[config.mk]
export PLATFORM = sky130hd
export DESIGN_NAME = tetra_cube_edge_list
export DESIGN_NICKNAME = d
export VERILOG_FILES = /design/src/sv/tcel_pkg.sv /design/src/sv/tetra_cube_edge_list.sv /design/src/sv/tcel_front.sv /design/src/sv/tcel_queue.sv /design/src/sv/tcel_back.sv
export SDC_FILE = /design/constraint.sdc
export NUM_CORES = 1
export LEC_CHECK = 0
export ABC_AREA = 0
export BUFFER_PORTS_ARGS = -buffer_cell sky130_fd_sc_hd__buf_4
export CAP_MARGIN = 25
export CORE_MARGIN = 1.5
export CORE_UTILIZATION = 45
export DETAILED_ROUTE_END_ITERATION = 8
export PLACE_DENSITY_LB_ADDON = 0.08
export SLEW_MARGIN = 25
export SYNTH_ARGS = -nofsm -noshare
export SYNTH_HDL_FRONTEND = slang
export SYNTH_SLANG_ARGS = --single-unit
[constraint.sdc]
create_clock -name clk -period 5.4 [get_ports clk]
set_input_delay 0 -clock clk [delete_from_list [all_inputs] [get_ports clk]]
set_output_delay 0 -clock clk [all_outputs]
set_load 0.01 [all_outputs]
[src/sv/tcel_pkg.sv]
package tcel_pkg;

  localparam int TET_NUM = 6;
  localparam int CODE_W  = 4;
  localparam int LOCAL_W = 3;
  localparam int EDGE_W  = 5;
  localparam int CNT_W   = 3;
  localparam int TET_W   = 3;

  typedef logic [TET_NUM-1:0][CODE_W-1:0] tet_codes_t;
  typedef logic [5:0][LOCAL_W-1:0]        local_row_t;
  typedef logic [5:0][EDGE_W-1:0]         edge_row_t;

  typedef struct packed {
    tet_codes_t         code;
    logic [TET_NUM-1:0] busy;
  } tcel_entry_t;

  // cube corner for vertex i of tetrahedron t
  function automatic logic [2:0] tet_corner(input logic [TET_W-1:0] t,
                                            input logic [1:0] i);
    logic [3:0][2:0] row;
    case (t)
      3'd0:    row = {3'd7, 3'd3, 3'd1, 3'd0};
      3'd1:    row = {3'd7, 3'd5, 3'd1, 3'd0};
      3'd2:    row = {3'd7, 3'd3, 3'd2, 3'd0};
      3'd3:    row = {3'd7, 3'd6, 3'd2, 3'd0};
      3'd4:    row = {3'd7, 3'd5, 3'd4, 3'd0};
      3'd5:    row = {3'd7, 3'd6, 3'd4, 3'd0};
      default: row = '0;
    endcase
    return row[i];
  endfunction

  // vertex count of a tetrahedron case
  function automatic logic [CNT_W-1:0] tet_count(input logic [CODE_W-1:0] code);
    logic [CNT_W-1:0] n;
    case (code)
      4'd0, 4'd15:                             n = 3'd0;
      4'd3, 4'd5, 4'd6, 4'd9, 4'd10, 4'd12:    n = 3'd6;
      default:                                 n = 3'd3;
    endcase
    return n;
  endfunction

  // local edges of a tetrahedron case, element 0 emitted first
  function automatic local_row_t tet_local(input logic [CODE_W-1:0] code);
    local_row_t row;
    case (code)
      4'd1:    row = {3'd0, 3'd0, 3'd0, 3'd2, 3'd1, 3'd0};
      4'd2:    row = {3'd0, 3'd0, 3'd0, 3'd3, 3'd4, 3'd0};
      4'd3:    row = {3'd1, 3'd4, 3'd2, 3'd1, 3'd3, 3'd4};
      4'd4:    row = {3'd0, 3'd0, 3'd0, 3'd1, 3'd5, 3'd3};
      4'd5:    row = {3'd2, 3'd5, 3'd3, 3'd2, 3'd3, 3'd0};
      4'd6:    row = {3'd1, 3'd5, 3'd4, 3'd1, 3'd4, 3'd0};
      4'd7:    row = {3'd0, 3'd0, 3'd0, 3'd5, 3'd4, 3'd2};
      4'd8:    row = {3'd0, 3'd0, 3'd0, 3'd4, 3'd5, 3'd2};
      4'd9:    row = {3'd4, 3'd5, 3'd1, 3'd1, 3'd0, 3'd4};
      4'd10:   row = {3'd3, 3'd5, 3'd2, 3'd3, 3'd2, 3'd0};
      4'd11:   row = {3'd0, 3'd0, 3'd0, 3'd1, 3'd3, 3'd5};
      4'd12:   row = {3'd4, 3'd1, 3'd2, 3'd3, 3'd1, 3'd4};
      4'd13:   row = {3'd0, 3'd0, 3'd0, 3'd4, 3'd3, 3'd0};
      4'd14:   row = {3'd0, 3'd0, 3'd0, 3'd1, 3'd2, 3'd0};
      default: row = '0;
    endcase
    return row;
  endfunction

  // cube edges for local edges ab, ac, ad, bc, bd, cd
  function automatic edge_row_t tet_edge(input logic [TET_W-1:0] t);
    edge_row_t row;
    case (t)
      3'd0:    row = {5'd16, 5'd9,  5'd7,  5'd6, 5'd2, 5'd0};
      3'd1:    row = {5'd17, 5'd9,  5'd8,  5'd6, 5'd4, 5'd0};
      3'd2:    row = {5'd16, 5'd12, 5'd10, 5'd6, 5'd2, 5'd1};
      3'd3:    row = {5'd18, 5'd12, 5'd11, 5'd6, 5'd5, 5'd1};
      3'd4:    row = {5'd17, 5'd15, 5'd13, 5'd6, 5'd4, 5'd3};
      3'd5:    row = {5'd18, 5'd15, 5'd14, 5'd6, 5'd5, 5'd3};
      default: row = '0;
    endcase
    return row;
  endfunction

endpackage

[src/sv/tetra_cube_edge_list.sv]
// channel | ports                                       | dir
// in      | in_valid, in_ready, in_corner_mask[7:0]     | in
// out     | out_valid, out_ready, out_edge_index[4:0],  | out
//         | out_end_of_cube, out_no_surface             |
// a cube is classified in the cycle it is accepted and queued; the back end
// then emits one edge index per cycle while not stalled, 3 to 36 per cube, or 1
// with no surface, so a cube holds the result port until its results are taken
// results leave through one output register, loaded only from a queued cube
// reset empties the queue and clears the output valid; a stalled out_ready holds
// the back end, and the front keeps taking items until the queue is full
module tetra_cube_edge_list #(
  parameter int QUEUE_DEPTH = 2
) (
  input  logic       clk,
  input  logic       rst_n,
  input  logic       in_valid,
  output logic       in_ready,
  input  logic [7:0] in_corner_mask,
  output logic       out_valid,
  input  logic       out_ready,
  output logic [4:0] out_edge_index,
  output logic       out_end_of_cube,
  output logic       out_no_surface
);

  logic                  push, pop, q_full, head_valid;
  tcel_pkg::tcel_entry_t push_entry, head_entry;

  tcel_front u_front (
    .in_valid    (in_valid),
    .in_ready    (in_ready),
    .corner_mask (in_corner_mask),
    .push        (push),
    .push_entry  (push_entry),
    .q_full      (q_full)
  );

  tcel_queue #(
    .DEPTH (QUEUE_DEPTH)
  ) u_queue (
    .clk        (clk),
    .rst_n      (rst_n),
    .push       (push),
    .push_entry (push_entry),
    .full       (q_full),
    .pop        (pop),
    .head_valid (head_valid),
    .head_entry (head_entry)
  );

  tcel_back u_back (
    .clk         (clk),
    .rst_n       (rst_n),
    .head_valid  (head_valid),
    .head_entry  (head_entry),
    .pop         (pop),
    .out_valid   (out_valid),
    .out_ready   (out_ready),
    .edge_index  (out_edge_index),
    .end_of_cube (out_end_of_cube),
    .no_surface  (out_no_surface)
  );

endmodule

[src/sv/tcel_front.sv]
module tcel_front (
  input  logic                 in_valid,
  output logic                 in_ready,
  input  logic [7:0]           corner_mask,
  output logic                 push,
  output tcel_pkg::tcel_entry_t push_entry,
  input  logic                 q_full
);

  always_comb begin
    push_entry = '0;
    for (int t = 0; t < tcel_pkg::TET_NUM; t++) begin
      for (int i = 0; i < 4; i++) begin
        push_entry.code[t][3-i] =
          corner_mask[tcel_pkg::tet_corner(tcel_pkg::TET_W'(t), 2'(i))];
      end
      push_entry.busy[t] = (tcel_pkg::tet_count(push_entry.code[t]) != '0);
    end
  end

  assign in_ready = !q_full;
  assign push     = in_valid && !q_full;

endmodule

[src/sv/tcel_queue.sv]
module tcel_queue #(
  parameter int DEPTH = 2
) (
  input  logic                  clk,
  input  logic                  rst_n,
  input  logic                  push,
  input  tcel_pkg::tcel_entry_t push_entry,
  output logic                  full,
  input  logic                  pop,
  output logic                  head_valid,
  output tcel_pkg::tcel_entry_t head_entry
);

  localparam int PTR_W = $clog2(DEPTH);
  localparam int CNT_W = $clog2(DEPTH + 1);

  tcel_pkg::tcel_entry_t mem [DEPTH];
  logic [PTR_W-1:0] wr_ptr_r, wr_ptr_nxt;
  logic [PTR_W-1:0] rd_ptr_r, rd_ptr_nxt;
  logic [CNT_W-1:0] cnt_r, cnt_nxt;

  assign full       = (cnt_r == CNT_W'(DEPTH));
  assign head_valid = (cnt_r != '0);
  assign head_entry = mem[rd_ptr_r];

  always_comb begin
    wr_ptr_nxt = wr_ptr_r;
    rd_ptr_nxt = rd_ptr_r;
    cnt_nxt    = cnt_r;
    if (push) begin
      wr_ptr_nxt = (wr_ptr_r == PTR_W'(DEPTH - 1)) ? '0 : wr_ptr_r + 1'b1;
    end
    if (pop) begin
      rd_ptr_nxt = (rd_ptr_r == PTR_W'(DEPTH - 1)) ? '0 : rd_ptr_r + 1'b1;
    end
    if (push && !pop) begin
      cnt_nxt = cnt_r + 1'b1;
    end else if (pop && !push) begin
      cnt_nxt = cnt_r - 1'b1;
    end
  end

  always_ff @(posedge clk) begin
    if (!rst_n) begin
      wr_ptr_r <= '0;
      rd_ptr_r <= '0;
      cnt_r    <= '0;
    end else begin
      wr_ptr_r <= wr_ptr_nxt;
      rd_ptr_r <= rd_ptr_nxt;
      cnt_r    <= cnt_nxt;
    end
  end

  always_ff @(posedge clk) begin
    if (push) begin
      mem[wr_ptr_r] <= push_entry;
    end
  end

endmodule

[src/sv/tcel_back.sv]
module tcel_back (
  input  logic                           clk,
  input  logic                           rst_n,
  input  logic                           head_valid,
  input  tcel_pkg::tcel_entry_t          head_entry,
  output logic                           pop,
  output logic                           out_valid,
  input  logic                           out_ready,
  output logic [tcel_pkg::EDGE_W-1:0]    edge_index,
  output logic                           end_of_cube,
  output logic                           no_surface
);

  logic                              fresh_r, fresh_nxt;
  logic [tcel_pkg::TET_NUM-1:0]      rem_r, rem_nxt;
  logic [tcel_pkg::CNT_W-1:0]        k_r, k_nxt;
  logic                              out_valid_r;
  logic [tcel_pkg::EDGE_W-1:0]       edge_r;
  logic                              last_r, empty_r;

  logic [tcel_pkg::TET_NUM-1:0]      cur_rem, rem_after;
  logic [tcel_pkg::TET_W-1:0]        t_sel;
  logic [tcel_pkg::CODE_W-1:0]       code;
  logic [tcel_pkg::CNT_W-1:0]        n_vert;
  tcel_pkg::local_row_t              lrow;
  tcel_pkg::edge_row_t               erow;
  logic [tcel_pkg::LOCAL_W-1:0]      local_e;
  logic [tcel_pkg::EDGE_W-1:0]       edge_sel;
  logic                              step, vdone, cube_empty, last;

  assign cur_rem = fresh_r ? head_entry.busy : rem_r;

  always_comb begin
    t_sel = '0;
    for (int t = tcel_pkg::TET_NUM - 1; t >= 0; t--) begin
      if (cur_rem[t]) begin
        t_sel = tcel_pkg::TET_W'(t);
      end
    end
  end

  assign code       = head_entry.code[t_sel];
  assign n_vert     = tcel_pkg::tet_count(code);
  assign lrow       = tcel_pkg::tet_local(code);
  assign erow       = tcel_pkg::tet_edge(t_sel);
  assign local_e    = lrow[k_r];
  assign edge_sel   = erow[local_e];
  assign cube_empty = (cur_rem == '0);
  assign vdone      = (k_r + 1'b1 == n_vert);

  always_comb begin
    rem_after = cur_rem;
    if (vdone) begin
      rem_after[t_sel] = 1'b0;
    end
  end

  assign last = cube_empty || (vdone && rem_after == '0);
  assign step = head_valid && (!out_valid_r || out_ready);
  assign pop  = step && last;

  always_comb begin
    fresh_nxt = fresh_r;
    rem_nxt   = rem_r;
    k_nxt     = k_r;
    if (step) begin
      if (last) begin
        fresh_nxt = 1'b1;
        k_nxt     = '0;
      end else begin
        fresh_nxt = 1'b0;
        rem_nxt   = rem_after;
        k_nxt     = vdone ? '0 : k_r + 1'b1;
      end
    end
  end

  always_ff @(posedge clk) begin
    if (!rst_n) begin
      fresh_r     <= 1'b1;
      rem_r       <= '0;
      k_r         <= '0;
      out_valid_r <= 1'b0;
    end else begin
      fresh_r <= fresh_nxt;
      rem_r   <= rem_nxt;
      k_r     <= k_nxt;
      if (step) begin
        out_valid_r <= 1'b1;
      end else if (out_ready) begin
        out_valid_r <= 1'b0;
      end
    end
  end

  always_ff @(posedge clk) begin
    if (step) begin
      edge_r  <= cube_empty ? '0 : edge_sel;
      last_r  <= last;
      empty_r <= cube_empty;
    end
  end

  assign out_valid   = out_valid_r;
  assign edge_index  = edge_r;
  assign end_of_cube = last_r;
  assign no_surface  = empty_r;

endmodule
==> metrics.txt <==
# TYPE chip_impl_metric gauge
chip_impl_info{name="outcome",value="finished clean"} 1
chip_impl_metric{name="finalWorstSetupSlack",unit="ns"} 0.3937
chip_impl_metric{name="antenna-diode-count",unit=""} 0
chip_impl_metric{name="cts_buffers",unit=""} 5
chip_impl_info{name="worstSetupEndpointType",value="flip-flop"} 1
chip_impl_metric{name="detail_route.drc_violations",unit=""} 0
chip_impl_info{name="start_kind",value="flip-flop"} 1
chip_impl_metric{name="multiInputGateArea",unit="um^2"} 1996
chip_impl_metric{name="dp.final_hpwl",unit="um"} 6166
chip_impl_metric{name="slew_headroom",unit=""} 0.4938
chip_impl_info{name="layout_common_cells",value="sky130_fd_sc_hd__edfxtp_1 (35), sky130_fd_sc_hd__nor2_1 (32), sky130_fd_sc_hd__nand2_1 (27), sky130_fd_sc_hd__a21oi_1 (27), sky130_fd_sc_hd__buf_4 (24)"} 1
chip_impl_info{name="synth_ff_type",value="sky130_fd_sc_hd__edfxtp_1"} 1
chip_impl_metric{name="critPathMaxFanout",unit=""} 19
chip_impl_metric{name="gates_resized_cts_repair",unit=""} 0
chip_impl_metric{name="areal_power_density_over_the_cells",unit="nW/um^2"} 349.4
chip_impl_metric{name="report.final.hold_viol_count",unit=""} 0
chip_impl_metric{name="post-cts-setup-buffer-count",unit=""} 0
chip_impl_info{name="final_common_cell",value="sky130_fd_sc_hd__edfxtp_1"} 1
chip_impl_metric{name="finalSetupViolations",unit=""} 0
chip_impl_metric{name="synth_area",unit="um^2"} 3533
chip_impl_metric{name="grt_util_all_layers",unit=""} 0.2108
chip_impl_metric{name="finish.net_count",unit=""} 427
chip_impl_info{name="timing_worst_setup_path_type",value="flip-flop to flip-flop"} 1
chip_impl_metric{name="ctsHtreeMaxLevel",unit=""} 2
chip_impl_info{name="hold_path.class",value="input pin to flip-flop"} 1
chip_impl_metric{name="layout-drive-gt1-share",unit=""} 0.1310
chip_impl_info{name="tritoncts",value="yes"} 1
chip_impl_metric{name="cap_viol_max_count",unit=""} 0
chip_impl_metric{name="ffs_latches_synth",unit=""} 51
chip_impl_metric{name="worst_setup_hold_path_clk_slew",unit="ns"} 0.09
chip_impl_metric{name="data_required_time_at_the_worst_endpoint",unit="ns"} 5.64
chip_impl_metric{name="maximum_number_of_pins_on_one_net_before_global_route_repair",unit=""} 20
chip_impl_metric{name="max-clock-path-buffers",unit=""} 2
chip_impl_metric{name="io_pins",unit=""} 21
chip_impl_metric{name="postLayoutCoreUtil",unit=""} 0.5152
chip_impl_metric{name="worst_pin_slew",unit="ns"} 0.7565
chip_impl_info{name="clk_root_buf",value="sky130_fd_sc_hd__clkbuf_8"} 1
chip_impl_metric{name="dp_worst_slack",unit="ns"} 0.4377
chip_impl_metric{name="maxSlewViolCount",unit=""} 0
chip_impl_metric{name="number_of_flops_mapped_to_enable_cells_by_yosys",unit=""} 35
chip_impl_metric{name="dr.pass1.iters",unit=""} 5
chip_impl_metric{name="ir_worst_vdd",unit="mV"} 0.1472
chip_impl_info{name="min_from",value="out_ready"} 1
chip_impl_metric{name="drt_wl_total",unit="um"} 8223
chip_impl_metric{name="detailed_place.area",unit="um^2"} 3739
chip_impl_info{name="critical_path_s_slowest_cell",value="sky130_fd_sc_hd__dfxtp_1"} 1
chip_impl_metric{name="post_detailed_route_count_of_antenna_violating_nets",unit=""} 0
chip_impl_metric{name="synth_cells",unit=""} 374
chip_impl_metric{name="via_count_of_the_first_global_routing_pass",unit=""} 2903
chip_impl_metric{name="grt_remaining_overflow",unit=""} 0
chip_impl_info{name="crit_chain",value="nor2_1 -> a21oi_2 -> o211ai_1 -> o211ai_1 -> mux2i_1 -> or3_1 -> ha_1 -> inv_1 -> nor3_1 -> a31oi_1 -> a21oi_1 -> nor3_4 -> a21oi_1 -> inv_1 -> nand2_1 -> ha_1 -> or3_1 -> a21oi_1"} 1
chip_impl_metric{name="number_of_standard_cell_rows_in_the_floorplan",unit=""} 32
chip_impl_metric{name="dieArea",unit="um^2"} 8392
chip_impl_metric{name="detailroute.via_count",unit=""} 2980
chip_impl_metric{name="clock_sink_count",unit=""} 51
chip_impl_metric{name="die-width",unit="um"} 91.61
chip_impl_metric{name="floorplan.core_area",unit="um^2"} 7647
chip_impl_info{name="critical_path.startpoint",value="u_back.fresh_r"} 1
chip_impl_metric{name="port_buffers",unit=""} 20
chip_impl_metric{name="viasPerCell",unit=""} 5.972
chip_impl_metric{name="place.gp.congestion",unit=""} 0.9105
chip_impl_metric{name="antenna_found_initial",unit=""} 0
chip_impl_metric{name="clock_latency_at_the_later_pin_of_the_worst_skew_pair",unit="ns"} 0.31
chip_impl_metric{name="post_drt_wl_per_cell",unit="um"} 16.48
chip_impl_metric{name="min_period",unit="ns"} 5.006
chip_impl_info{name="path_common_cell",value="sky130_fd_sc_hd__a21oi_1"} 1
chip_impl_metric{name="asyncSetResetFlopFracSynth",unit=""} 0
chip_impl_metric{name="wire_length_of_the_first_global_routing_pass",unit="um"} 14220
chip_impl_metric{name="filler_cell_count",unit=""} 726
chip_impl_metric{name="number_of_unique_standard_cell_types_used_by_synthesis",unit=""} 61
chip_impl_metric{name="ff_latch_area",unit="um^2"} 1371
chip_impl_metric{name="initial_utilization",unit=""} 0.4620
chip_impl_metric{name="top_achievable_clock_speed",unit="MHz"} 199.8
chip_impl_metric{name="die-height",unit="um"} 91.61
chip_impl_metric{name="synth_area_per_cell",unit="um^2"} 9.448
chip_impl_metric{name="power_leakage",unit="nW"} 1.475
chip_impl_metric{name="final.setup_skew",unit="ns"} 0.01109
chip_impl_metric{name="cts-hold-fix-buffers",unit=""} 9
chip_impl_metric{name="syn_to_final_growth",unit="%"} 11.51
chip_impl_metric{name="first_iter_violations",unit=""} 204
chip_impl_metric{name="timing.setup.tns",unit="ns"} 0
chip_impl_info{name="crit-reg2reg-launch",value="u_back.fresh_r"} 1
chip_impl_metric{name="synth_sequential_area_ratio",unit=""} 0.3881
chip_impl_metric{name="final_area",unit="um^2"} 3940
chip_impl_metric{name="synth-warning-count",unit=""} 0
chip_impl_metric{name="synthesis.nets",unit=""} 405
chip_impl_metric{name="timing.critical_path.slowest_cell_delay",unit="ns"} 0.73
chip_impl_info{name="grt_setup_unrepaired",value="false"} 1
chip_impl_metric{name="cp_data_arrival_time",unit="ns"} 5.25
chip_impl_metric{name="fin_crit_sh",unit=""} 0.9271
==> state kept, by name, summed over array words and instances (netlist names), named ones only <==
name                count
u_back.edge_index       5
u_back.end_of_cube      1
u_back.fresh_r          1
u_back.k_r              3
u_back.no_surface       1
u_back.out_valid        1
u_back.rem_r            6
u_queue.cnt_r           2
u_queue.mem            28
u_queue.rd_ptr_r        1
u_queue.wr_ptr_r        1
==> per-stage QoR <==
stage	cells	power (W)	hold slack [ns]
2_1_floorplan	374	0.0009707	0.06194
3_3_place_gp	482	0.001108	0.2210
3_5_place_dp	482	0.001108	0.2225
4_1_cts	499	0.001375	0.03736
5_1_grt	499	0.001474	0.1215
6_report	499	0.001377	0.03536
==> area by class of cell <==
cell class / instances / share of cell area
Multi-Input combinational cell: 288 / 0.5065
Sequential cell: 51 / 0.3480
Timing Repair Buffer: 33 / 0.06859
Tap cell: 102 / 0.03239
Clock buffer: 5 / 0.01747
Inverter: 17 / 0.01620
Clock inverter: 3 / 0.01080
==> cell usage after synthesis, types with 3 or more instances <==
cell type,n,share of area
sky130_fd_sc_hd__a2111oi_0,4,0.0099
sky130_fd_sc_hd__a211o_1,5,0.012
sky130_fd_sc_hd__a21o_1,12,0.025
sky130_fd_sc_hd__a21oi_1,27,0.038
sky130_fd_sc_hd__a21oi_2,4,0.0099
sky130_fd_sc_hd__a31oi_1,6,0.011
sky130_fd_sc_hd__and3_1,3,0.0053
sky130_fd_sc_hd__buf_2,4,0.0057
sky130_fd_sc_hd__buf_6,3,0.0096
sky130_fd_sc_hd__clkbuf_1,8,0.0085
sky130_fd_sc_hd__dfxtp_1,16,0.091
sky130_fd_sc_hd__edfxtp_1,35,0.30
sky130_fd_sc_hd__ha_1,19,0.067
sky130_fd_sc_hd__inv_1,17,0.018
sky130_fd_sc_hd__mux2_2,4,0.013
sky130_fd_sc_hd__mux2i_1,20,0.057
sky130_fd_sc_hd__nand2_1,27,0.029
sky130_fd_sc_hd__nand3_1,21,0.030
sky130_fd_sc_hd__nor2_1,32,0.034
sky130_fd_sc_hd__nor2b_1,7,0.012
sky130_fd_sc_hd__nor3_1,9,0.013
sky130_fd_sc_hd__o211ai_1,6,0.013
sky130_fd_sc_hd__o21ai_0,20,0.028
sky130_fd_sc_hd__o22ai_1,4,0.0071
sky130_fd_sc_hd__or3_1,6,0.011
sky130_fd_sc_hd__xor2_1,4,0.0099
==> final timing paths <==
kind                            to  slack, ns  cells after the start
setup / recovery  u_queue.cnt_r[1]       0.39                     18
hold reg to reg    u_back.rem_r[1]       0.46                      2
setup reg to reg  u_queue.cnt_r[1]       0.39                     18
hold / removal    u_back.out_valid       0.04                      4
==> critical path, delay by kind of cell, from the launching register on <==
family / cells / cell delay (ns)
AOI/OAI and AO/OA: 7 / 1.57
adders and majority gates: 2 / 0.69
buffers and inverters: 2 / 0.25
DFF: 1 / 0.73
muxes: 1 / 0.09
and+or+nand+nor: 6 / 1.61
==> power by group <==
part           internal [W]  switching (W)  total [W]
Sequential         0.000484      0.0000434   0.000528
Combinational      0.000222       0.000362   0.000585
Clock              0.000138       0.000126   0.000264
==> metal layers <==
metal | track usage | wire, um | up-vias
met3 | 0.02736 | 399 | 18
met4 | 0.08073 | 206 | 0
met2 | 0.3570 | 3968 | 98
li1 | - | - | 1459
met1 | 0.2733 | 3648 | 1405
met5 | 0 | 0 | -
==> cell families (layout without fill, tap and decap cells) <==
family                     Yosys count  count (layout)  share of synthesized area
AOI/OAI and AO/OA                  121             121                     0.2458
and+or+nand+nor                    119             119                     0.1700
DFF                                 51              51                     0.3881
buffers and inverters               35              58                    0.04709
muxes                               24              24                    0.06940
adders and majority gates           19              19                    0.06728
xor gates and xnor gates             5               5                    0.01239
Power figures use the tool's default switching activity.
